===== config.mk =====
export PLATFORM = sky130hd
export DESIGN_NAME = input_source_freshness_merger_core
export DESIGN_NICKNAME = d
export VERILOG_FILES = /design/src/rtl/isfm_pkg.sv /design/src/rtl/input_source_freshness_merger_core.sv
export SDC_FILE = /design/constraint.sdc
export NUM_CORES = 1
export LEC_CHECK = 0
export BUFFER_PORTS_ARGS = -buffer_cell sky130_fd_sc_hd__buf_4
export CORE_ASPECT_RATIO = 1.25
export CORE_MARGIN = 5
export CORE_UTILIZATION = 45
export CTS_BUF_LIST = sky130_fd_sc_hd__clkbuf_2 sky130_fd_sc_hd__clkbuf_4 sky130_fd_sc_hd__clkbuf_8
export CTS_CLUSTER_DIAMETER = 80
export DETAILED_ROUTE_END_ITERATION = 7
export GPL_TIMING_DRIVEN = 0
export SYNTH_ARGS = -nofsm -noshare
export SYNTH_HDL_FRONTEND = slang
export SYNTH_SLANG_ARGS = --single-unit

===== constraint.sdc =====
create_clock -name clock -period 8.32 [get_ports clock]
set_input_delay 0.416 -clock clock [delete_from_list [all_inputs] [get_ports clock]]
set_output_delay 0.416 -clock clock [all_outputs]
set_load 0.02 [all_outputs]

===== src/rtl/isfm_pkg.sv =====
// Package for the input source freshness merger.
// Holds slot count, action and register codes and the request/response payload structs.
// No dependencies.
package isfm_pkg;

   // number of source slots (1..16)
   localparam int SOURCES = 4;
   localparam int SLOT_W  = (SOURCES > 1) ? $clog2(SOURCES) : 1;

   // action codes
   localparam logic [1:0] ACT_PUSH = 2'd0;
   localparam logic [1:0] ACT_READ = 2'd1;
   localparam logic [1:0] ACT_TICK = 2'd2;

   // configuration register indexes
   localparam int CSR_IDX_W = 2;
   localparam logic [CSR_IDX_W-1:0] CSR_HOLD_TICKS = 2'd0;
   localparam logic [CSR_IDX_W-1:0] CSR_FALLBACK   = 2'd1;

   localparam logic [15:0] HOLD_TICKS_RESET = 16'd3000;
   localparam logic [1:0]  FALLBACK_RESET   = 2'd0;

   // clamp limits
   localparam logic signed [15:0] STEER_MIN = -16'sd1000;
   localparam logic signed [15:0] STEER_MAX = 16'sd1000;
   localparam logic signed [15:0] PEDAL_MIN = 16'sd0;
   localparam logic signed [15:0] PEDAL_MAX = 16'sd1000;

   typedef struct packed {
      logic [1:0]         action;
      logic [3:0]         source;
      logic signed [15:0] steer_in;
      logic signed [15:0] throttle_in;
      logic signed [15:0] brake_in;
      logic [31:0]        button_bits;
   } req_type;

   typedef struct packed {
      logic signed [10:0] steer_out;
      logic [9:0]         throttle_out;
      logic [9:0]         brake_out;
      logic [31:0]        merged_buttons;
      logic               any_fresh;
   } rsp_type;

endpackage


===== src/rtl/input_source_freshness_merger_core.sv =====
// Top level of the input source freshness merger.
// Slot storage, scan sequencer and response register; uses isfm_pkg.
//
// Several control sources push clamped steering (-1000..1000), throttle and brake
// (0..1000) and a button word into their own slot; a push naming a source outside
// the slot range goes to the fallback slot (slot 0 if that is out of range too).
// A tick ages every slot, saturating at hold_ticks. A read returns the analog
// values of the most recently pushed slot while it is fresh (seen and age below
// hold_ticks) together with the OR of the buttons of all fresh slots; otherwise
// all zeros with any_fresh low. Only reads produce a response transfer.
// Sequencing: a push or unused action is done in idle. A tick walks the slots in the
// tick state; a read walks them in the read state, then waits in the done state while
// the previous response sits stalled in the output register. Both walk the slots one per
// cycle through a single age comparator and incrementer; req_stall is high for the
// whole walk. Configuration writes are always taken (csr_ready is tied high).
module input_source_freshness_merger_core
   import isfm_pkg::*;
(
   input  logic                 clock,
   input  logic                 reset,
   // request channel
   input  logic                 req_valid,
   output logic                 req_stall,
   input  req_type              req_data,
   // response channel
   output logic                 rsp_valid,
   input  logic                 rsp_stall,
   output rsp_type              rsp_data,
   // configuration writes
   input  logic                 csr_valid,
   output logic                 csr_ready,
   input  logic [CSR_IDX_W-1:0] csr_index,
   input  logic [15:0]          csr_data
);

   // sequencer states
   localparam logic [1:0] ST_IDLE = 2'd0;
   localparam logic [1:0] ST_TICK = 2'd1;
   localparam logic [1:0] ST_READ = 2'd2;
   localparam logic [1:0] ST_DONE = 2'd3;

   localparam logic [SLOT_W-1:0] LAST_SLOT = SLOT_W'(SOURCES - 1);

   function automatic logic signed [15:0] clamp16(input logic signed [15:0] v,
                                                  input logic signed [15:0] lo,
                                                  input logic signed [15:0] hi);
      logic signed [15:0] r;
      r = v;
      if (v < lo) begin
         r = lo;
      end else if (v > hi) begin
         r = hi;
      end
      return r;
   endfunction

   // configuration
   logic [15:0] hold_ff, hold_in;
   logic [1:0]  fallback_ff, fallback_in;

   // slot storage: payload fields have no reset, age and seen do
   logic signed [10:0] slot_steer_ff    [SOURCES];
   logic [9:0]         slot_throttle_ff [SOURCES];
   logic [9:0]         slot_brake_ff    [SOURCES];
   logic [31:0]        slot_buttons_ff  [SOURCES];
   logic [15:0]        slot_age_ff      [SOURCES];
   logic [15:0]        slot_age_in      [SOURCES];
   logic [SOURCES-1:0] slot_seen_ff, slot_seen_in;
   logic [SLOT_W-1:0]  latest_ff, latest_in;

   // sequencer
   logic [1:0]        state_ff, state_in;
   logic [SLOT_W-1:0] idx_ff, idx_in;

   // read accumulation
   logic               win_fresh_ff, win_fresh_in;
   logic [31:0]        buttons_ff, buttons_in;
   logic signed [10:0] win_steer_ff, win_steer_in;
   logic [9:0]         win_throttle_ff, win_throttle_in;
   logic [9:0]         win_brake_ff, win_brake_in;

   // response register
   logic    rsp_valid_ff, rsp_valid_in;
   rsp_type rsp_data_ff, rsp_data_in;

   logic              req_xfer, csr_xfer, push_xfer;
   logic              src_ok, fb_ok;
   logic [SLOT_W-1:0] push_slot;
   logic signed [15:0] steer_c, throttle_c, brake_c;

   // shared unit: one age compare and one increment at the scan index
   logic        age_below;
   logic        fresh_now;
   logic [15:0] age_inc;

   assign req_stall = (state_ff != ST_IDLE);
   assign req_xfer  = req_valid && !req_stall;
   assign push_xfer = req_xfer && (req_data.action == ACT_PUSH);
   assign csr_ready = 1'b1;
   assign csr_xfer  = csr_valid && csr_ready;

   assign src_ok    = ({1'b0, req_data.source} < 5'(SOURCES));
   assign fb_ok     = ({3'b000, fallback_ff} < 5'(SOURCES));
   assign push_slot = src_ok ? SLOT_W'(req_data.source)
                    : (fb_ok ? SLOT_W'(fallback_ff) : '0);

   assign steer_c    = clamp16(req_data.steer_in, STEER_MIN, STEER_MAX);
   assign throttle_c = clamp16(req_data.throttle_in, PEDAL_MIN, PEDAL_MAX);
   assign brake_c    = clamp16(req_data.brake_in, PEDAL_MIN, PEDAL_MAX);

   assign age_below = (slot_age_ff[idx_ff] < hold_ff);
   assign age_inc   = slot_age_ff[idx_ff] + 16'd1;
   assign fresh_now = slot_seen_ff[idx_ff] && age_below;

   always_comb begin
      hold_in         = hold_ff;
      fallback_in     = fallback_ff;
      slot_age_in     = slot_age_ff;
      slot_seen_in    = slot_seen_ff;
      latest_in       = latest_ff;
      state_in        = state_ff;
      idx_in          = idx_ff;
      win_fresh_in    = win_fresh_ff;
      buttons_in      = buttons_ff;
      win_steer_in    = win_steer_ff;
      win_throttle_in = win_throttle_ff;
      win_brake_in    = win_brake_ff;
      rsp_valid_in    = rsp_valid_ff;
      rsp_data_in     = rsp_data_ff;

      if (rsp_valid_ff && !rsp_stall) begin
         rsp_valid_in = 1'b0;
      end

      if (csr_xfer) begin
         case (csr_index)
            CSR_HOLD_TICKS: hold_in = csr_data;
            CSR_FALLBACK:   fallback_in = csr_data[1:0];
            default: ;
         endcase
      end

      case (state_ff)
         ST_IDLE: begin
            if (req_xfer) begin
               idx_in = '0;
               case (req_data.action)
                  ACT_PUSH: begin
                     slot_age_in[push_slot]  = '0;
                     slot_seen_in[push_slot] = 1'b1;
                     latest_in               = push_slot;
                  end
                  ACT_TICK: state_in = ST_TICK;
                  ACT_READ: begin
                     state_in     = ST_READ;
                     win_fresh_in = 1'b0;
                     buttons_in   = '0;
                  end
                  default: ;
               endcase
            end
         end
         ST_TICK: begin
            if (age_below) begin
               slot_age_in[idx_ff] = age_inc;
            end
            idx_in = idx_ff + SLOT_W'(1);
            if (idx_ff == LAST_SLOT) begin
               state_in = ST_IDLE;
            end
         end
         ST_READ: begin
            if (fresh_now) begin
               buttons_in = buttons_ff | slot_buttons_ff[idx_ff];
            end
            if (idx_ff == latest_ff) begin
               win_fresh_in    = fresh_now;
               win_steer_in    = slot_steer_ff[idx_ff];
               win_throttle_in = slot_throttle_ff[idx_ff];
               win_brake_in    = slot_brake_ff[idx_ff];
            end
            idx_in = idx_ff + SLOT_W'(1);
            if (idx_ff == LAST_SLOT) begin
               state_in = ST_DONE;
            end
         end
         ST_DONE: begin
            // wait for the output register to free up
            if (!rsp_valid_ff || !rsp_stall) begin
               rsp_valid_in = 1'b1;
               if (win_fresh_ff) begin
                  rsp_data_in.steer_out      = win_steer_ff;
                  rsp_data_in.throttle_out   = win_throttle_ff;
                  rsp_data_in.brake_out      = win_brake_ff;
                  rsp_data_in.merged_buttons = buttons_ff;
                  rsp_data_in.any_fresh      = 1'b1;
               end else begin
                  rsp_data_in = '0;
               end
               state_in = ST_IDLE;
            end
         end
         default: state_in = ST_IDLE;
      endcase
   end

   // control state
   always_ff @(posedge clock) begin
      if (reset) begin
         hold_ff      <= HOLD_TICKS_RESET;
         fallback_ff  <= FALLBACK_RESET;
         slot_age_ff  <= '{default: '0};
         slot_seen_ff <= '0;
         latest_ff    <= '0;
         state_ff     <= ST_IDLE;
         idx_ff       <= '0;
         win_fresh_ff <= 1'b0;
         rsp_valid_ff <= 1'b0;
      end else begin
         hold_ff      <= hold_in;
         fallback_ff  <= fallback_in;
         slot_age_ff  <= slot_age_in;
         slot_seen_ff <= slot_seen_in;
         latest_ff    <= latest_in;
         state_ff     <= state_in;
         idx_ff       <= idx_in;
         win_fresh_ff <= win_fresh_in;
         rsp_valid_ff <= rsp_valid_in;
      end
   end

   // payload: slot values, read accumulators, response data
   always_ff @(posedge clock) begin
      if (push_xfer) begin
         slot_steer_ff[push_slot]    <= steer_c[10:0];
         slot_throttle_ff[push_slot] <= throttle_c[9:0];
         slot_brake_ff[push_slot]    <= brake_c[9:0];
         slot_buttons_ff[push_slot]  <= req_data.button_bits;
      end
      buttons_ff      <= buttons_in;
      win_steer_ff    <= win_steer_in;
      win_throttle_ff <= win_throttle_in;
      win_brake_ff    <= win_brake_in;
      rsp_data_ff     <= rsp_data_in;
   end

   assign rsp_valid = rsp_valid_ff;
   assign rsp_data  = rsp_data_ff;

   // a stale response carries nothing but zeros
   a_stale_zero: assert property (@(posedge clock) disable iff (reset)
      rsp_valid_ff && !rsp_data_ff.any_fresh |->
         rsp_data_ff.steer_out == '0 && rsp_data_ff.throttle_out == '0 &&
         rsp_data_ff.brake_out == '0 && rsp_data_ff.merged_buttons == '0)
      else $error("stale response carries nonzero fields");

   // an accepted read starts its slot walk at slot 0
   a_read_start: assert property (@(posedge clock) disable iff (reset)
      req_xfer && req_data.action == ACT_READ |=> state_ff == ST_READ && idx_ff == '0)
      else $error("read did not start scan at slot 0");

   // the response register is loaded only when leaving the done state
   a_rsp_load: assert property (@(posedge clock) disable iff (reset)
      !rsp_valid_ff ##1 rsp_valid_ff |-> $past(state_ff) == ST_DONE)
      else $error("response raised outside done state");

   // no response survives reset
   a_reset_clear: assert property (@(posedge clock)
      reset |=> !rsp_valid_ff && state_ff == ST_IDLE)
      else $error("response or sequencer not cleared by reset");

endmodule


==> results.sh <==
export IMPL_outcome="finished clean"
export IMPL_dp_hpwl_mm=32.7
export IMPL_fin_tns_setup_ns=0
export IMPL_timing_rr_end="slot_age_ff[44]$_SDFFE_PP0P_"
export IMPL_synthMuxAreaShare_pct=10.2
export IMPL_synth_edff_count=379
export IMPL_rrSetupSlack_ns=3.75
export IMPL_peakVddDrop_mv=0.166
export IMPL_holdWs_ns=0.0775
export IMPL_synthSimpleGateAreaFrac_pct=9.31
export IMPL_slew_headroom_pct=32.1
export IMPL_synth_seq_cells=475
export IMPL_syn_num_nets=1381
export IMPL_wire_per_inst_um=21.3
export IMPL_clock_sinks=475
export IMPL_cts_buffer_depth=3
export IMPL_htreeDepth=3
export IMPL_synth_top_flop_cell="edfxtp_1"
export IMPL_clk_latency_ns=0.64
export IMPL_fin_crit_sh_pct=54.9
export IMPL_dp_slack_ns=3.61
export IMPL_p_total_w=0.00533
export IMPL_grtUsageTotal_pct=19.8
export IMPL_dieWidth_um=195
export IMPL_drive_gt1_share_pct=28.6
export IMPL_io_pins=176
export IMPL_p_leak_nw=8.38
export IMPL_whs_endpoint="hold_ff[12]$_SDFFE_PP0P_"
export IMPL_initial_core_util_pct=45.6
export IMPL_synth_top_family_by_area="multiplexers"
export IMPL_start_kind="flip-flop"
export IMPL_clock_skew_ns=0.0286
export IMPL_place_area_um2=21800
export IMPL_drt_iter0_drc=680
export IMPL_antenna_found_initial=1
export IMPL_syn_avg_cell_area_um2=15.4
export IMPL_critPathArrivalTime_ns=5.11
export IMPL_min_from="csr_data[12]"
export IMPL_antenna_left=0
export IMPL_globalplace_congestion=0.937
export IMPL_cts_buffers=76
export IMPL_crit_type="reg -> reg"
export IMPL_num_vias=12000
export IMPL_grt_overflow_total=0
export IMPL_synth_compound_area_share_pct=7.27
export IMPL_wirelength_mm=46.8
export IMPL_fin_nets=1708
export IMPL_r2r_start="idx_ff[1]$_SDFFE_PP0P_"
export IMPL_final_common_cell="edfxtp_1"
export IMPL_crit_fanout=10
export IMPL_numPortBuffers=174
export IMPL_hold_viol=0
export IMPL_endpoint_kind="flip-flop"
export IMPL_rows=84
export IMPL_fin_area_um2=23700
export IMPL_worst_slew_pin_slew_ns=0.990
export IMPL_grt_pass1_wl_mm=72.0
export IMPL_dieArea_um2=47000
export IMPL_tritoncts="built"
export IMPL_drtPass1Iterations=5
export IMPL_critPathRequiredTime_ns=8.86
export IMPL_yosysSeqAreaShare_pct=69.1
export IMPL_synth_adder_area_share_pct=1.56
export IMPL_hold_path_class="in -> reg"
export IMPL_root_buffer="clkbuf_8"
export IMPL_final_cell_mix="379 x edfxtp_1, 177 x buf_4, 115 x nor2_1"
export IMPL_fmax_ghz=0.219
export IMPL_synth_cell_types=65
export IMPL_grt_pass1_vias=12700
export IMPL_grt_max_degree=27
export IMPL_coreArea_um2=42300
export IMPL_synth_xor_area_share_pct=0.273
export IMPL_p_per_area_nw_per_um2=224
export IMPL_yosysWarningCount=0
export IMPL_die_y_um=241
export IMPL_finalSetupViolations=0
export IMPL_finalCriticalPeriod_ns=4.57
export IMPL_area_growth_pct=23.3
export IMPL_finalWorstSetupSlack_ns=3.75
export IMPL_grt_setup_unrepaired="no"
export IMPL_drcViolationCount=0
export IMPL_syn_area_um2=19200
export IMPL_reg2reg_depth=11
export IMPL_timing_final_max_slew_violations=0
export IMPL_clk_pin_slew_ns=0.06
export IMPL_synth_async_reset_ratio_pct=0
export IMPL_drt_vias_per_instance=5.44
export IMPL_whs_path_depth=3
export IMPL_syn_instance_count=1248
export IMPL_drv_cap=0
repair_timing:
action	4_1_cts	5_1_grt
gates resized for setup	0	0
endpoints found under the hold margin	143	0
hold buffers	45	0
buffers inserted	0	0
worst max-delay path by stage:
stage | startpoint | endpoint | slack, ns | cells after the start
detailed placement | idx_ff[1]$_SDFFE_PP0P_ | slot_age_ff[38]$_SDFFE_PP0P_ | 3.61 | 9
global route | idx_ff[1]$_SDFFE_PP0P_ | slot_age_ff[44]$_SDFFE_PP0P_ | 3.56 | 11
floorplan | req_data[82] | slot_brake_ff[2][0]$_DFFE_PP_ | 2.16 | 4
finish | idx_ff[1]$_SDFFE_PP0P_ | slot_age_ff[44]$_SDFFE_PP0P_ | 3.75 | 11
global placement | req_data[82] | slot_throttle_ff[3][1]$_DFFE_PP_ | -2.37 | 5
CTS | idx_ff[1]$_SDFFE_PP0P_ | slot_age_ff[38]$_SDFFE_PP0P_ | 3.61 | 9
registers in the layout (all words and copies together) (netlist names), 16 cells and up, named ones only:
| name | cells |
|---|---|
| slot_brake_ff | 40 |
| buttons_ff | 32 |
| rsp_data | 64 |
| slot_age_ff | 64 |
| hold_ff | 16 |
| slot_buttons_ff | 128 |
| slot_throttle_ff | 40 |
| slot_steer_ff | 44 |
cell type report:
type | instances | area [µm²]
inverter | 36 | 135
timing repair buffer | 249 | 2210
clock buffer | 101 | 1250
buffer | 64 | 300
multi-input combinational | 673 | 5580
antenna | 1 | 2.50
fill | 3421 | 18500
sequential | 475 | 13300
clock inverter | 38 | 251
tap | 559 | 699
routing by layer:
metal  vias up  GRT usage (%)  share of wire, %
met1      5985           23.7                39
met4         0           8.61               3.3
met3        87           3.55               4.9
li1       5542              -                 -
met5         -              0                 0
met2       336           35.4                53
synthesized netlist by cell type, types with 4 or more instances:
| library cell | number | area, µm² |
|---|---|---|
| a31o_2 | 18 | 158 |
| a21o_1 | 7 | 52.6 |
| a22oi_1 | 8 | 60.1 |
| o21ai_0 | 20 | 100 |
| a21oi_1 | 43 | 215 |
| xor2_1 | 6 | 52.6 |
| mux2_2 | 5 | 56.3 |
| nand2_2 | 4 | 25.0 |
| a2111o_1 | 4 | 45.0 |
| nand2_1 | 46 | 173 |
| nand3_1 | 20 | 100 |
| and2_1 | 75 | 469 |
| or4_1 | 7 | 52.6 |
| nor4_1 | 13 | 81.3 |
| dfxtp_1 | 96 | 1920 |
| and3_1 | 7 | 43.8 |
| inv_1 | 35 | 131 |
| a211oi_1 | 12 | 90.1 |
| o211ai_1 | 25 | 188 |
| a311oi_1 | 8 | 70.1 |
| nand2b_1 | 6 | 37.5 |
| buf_2 | 9 | 45.0 |
| mux4_2 | 80 | 1800 |
| a211o_1 | 8 | 70.1 |
| nand4_1 | 9 | 56.3 |
| ha_1 | 24 | 300 |
| mux2i_1 | 7 | 70.1 |
| nor2_1 | 118 | 443 |
| edfxtp_1 | 379 | 11400 |
| a221oi_1 | 12 | 105 |
| buf_1 | 12 | 45.0 |
| buf_6 | 5 | 56.3 |
| o31ai_1 | 5 | 37.5 |
| nor3_1 | 29 | 145 |
| clkbuf_1 | 35 | 131 |
power breakdown:
| part | total (W) | internal, W | switching, W |
|---|---|---|---|
| logic | 0.000660 | 0.000288 | 0.000371 |
| clock network | 0.00197 | 0.00105 | 0.000922 |
| registers | 0.00269 | 0.00266 | 0.0000297 |
| total | 0.00533 | 0.00400 | 0.00132 |
critical path, cell delays in order, from the launching register on:
cell	delay, ns
dfxtp_1	0.40
buf_2	0.32
buf_2	0.38
buf_2	0.41
mux4_2	0.41
ha_1	0.32
nand2_1	0.07
a21oi_1	0.63
a2111o_1	0.47
clkbuf_1	0.57
nor2_1	0.20
a311oi_1	0.29
per-stage QoR:
step,utilization (%),std cells
after floorplan,-,1248
after global placement,50.3,1981
after detailed placement,51.5,2011
after CTS,56.1,2195
after global routing,56.2,2195
final,56.2,2196
logic make-up (layout without fill, tap and decap cells):
group	count (synthesis)	in the layout
DFF	475	475
AOI/OAI and AO/OA	192	192
adders and majority gates	24	24
muxes	95	95
other	1	2
and+or+nand+nor	355	355
buffers and inverters	100	488
xor gates and xnor gates	6	6
No activity file was read; power rests on OpenSTA's default activity.
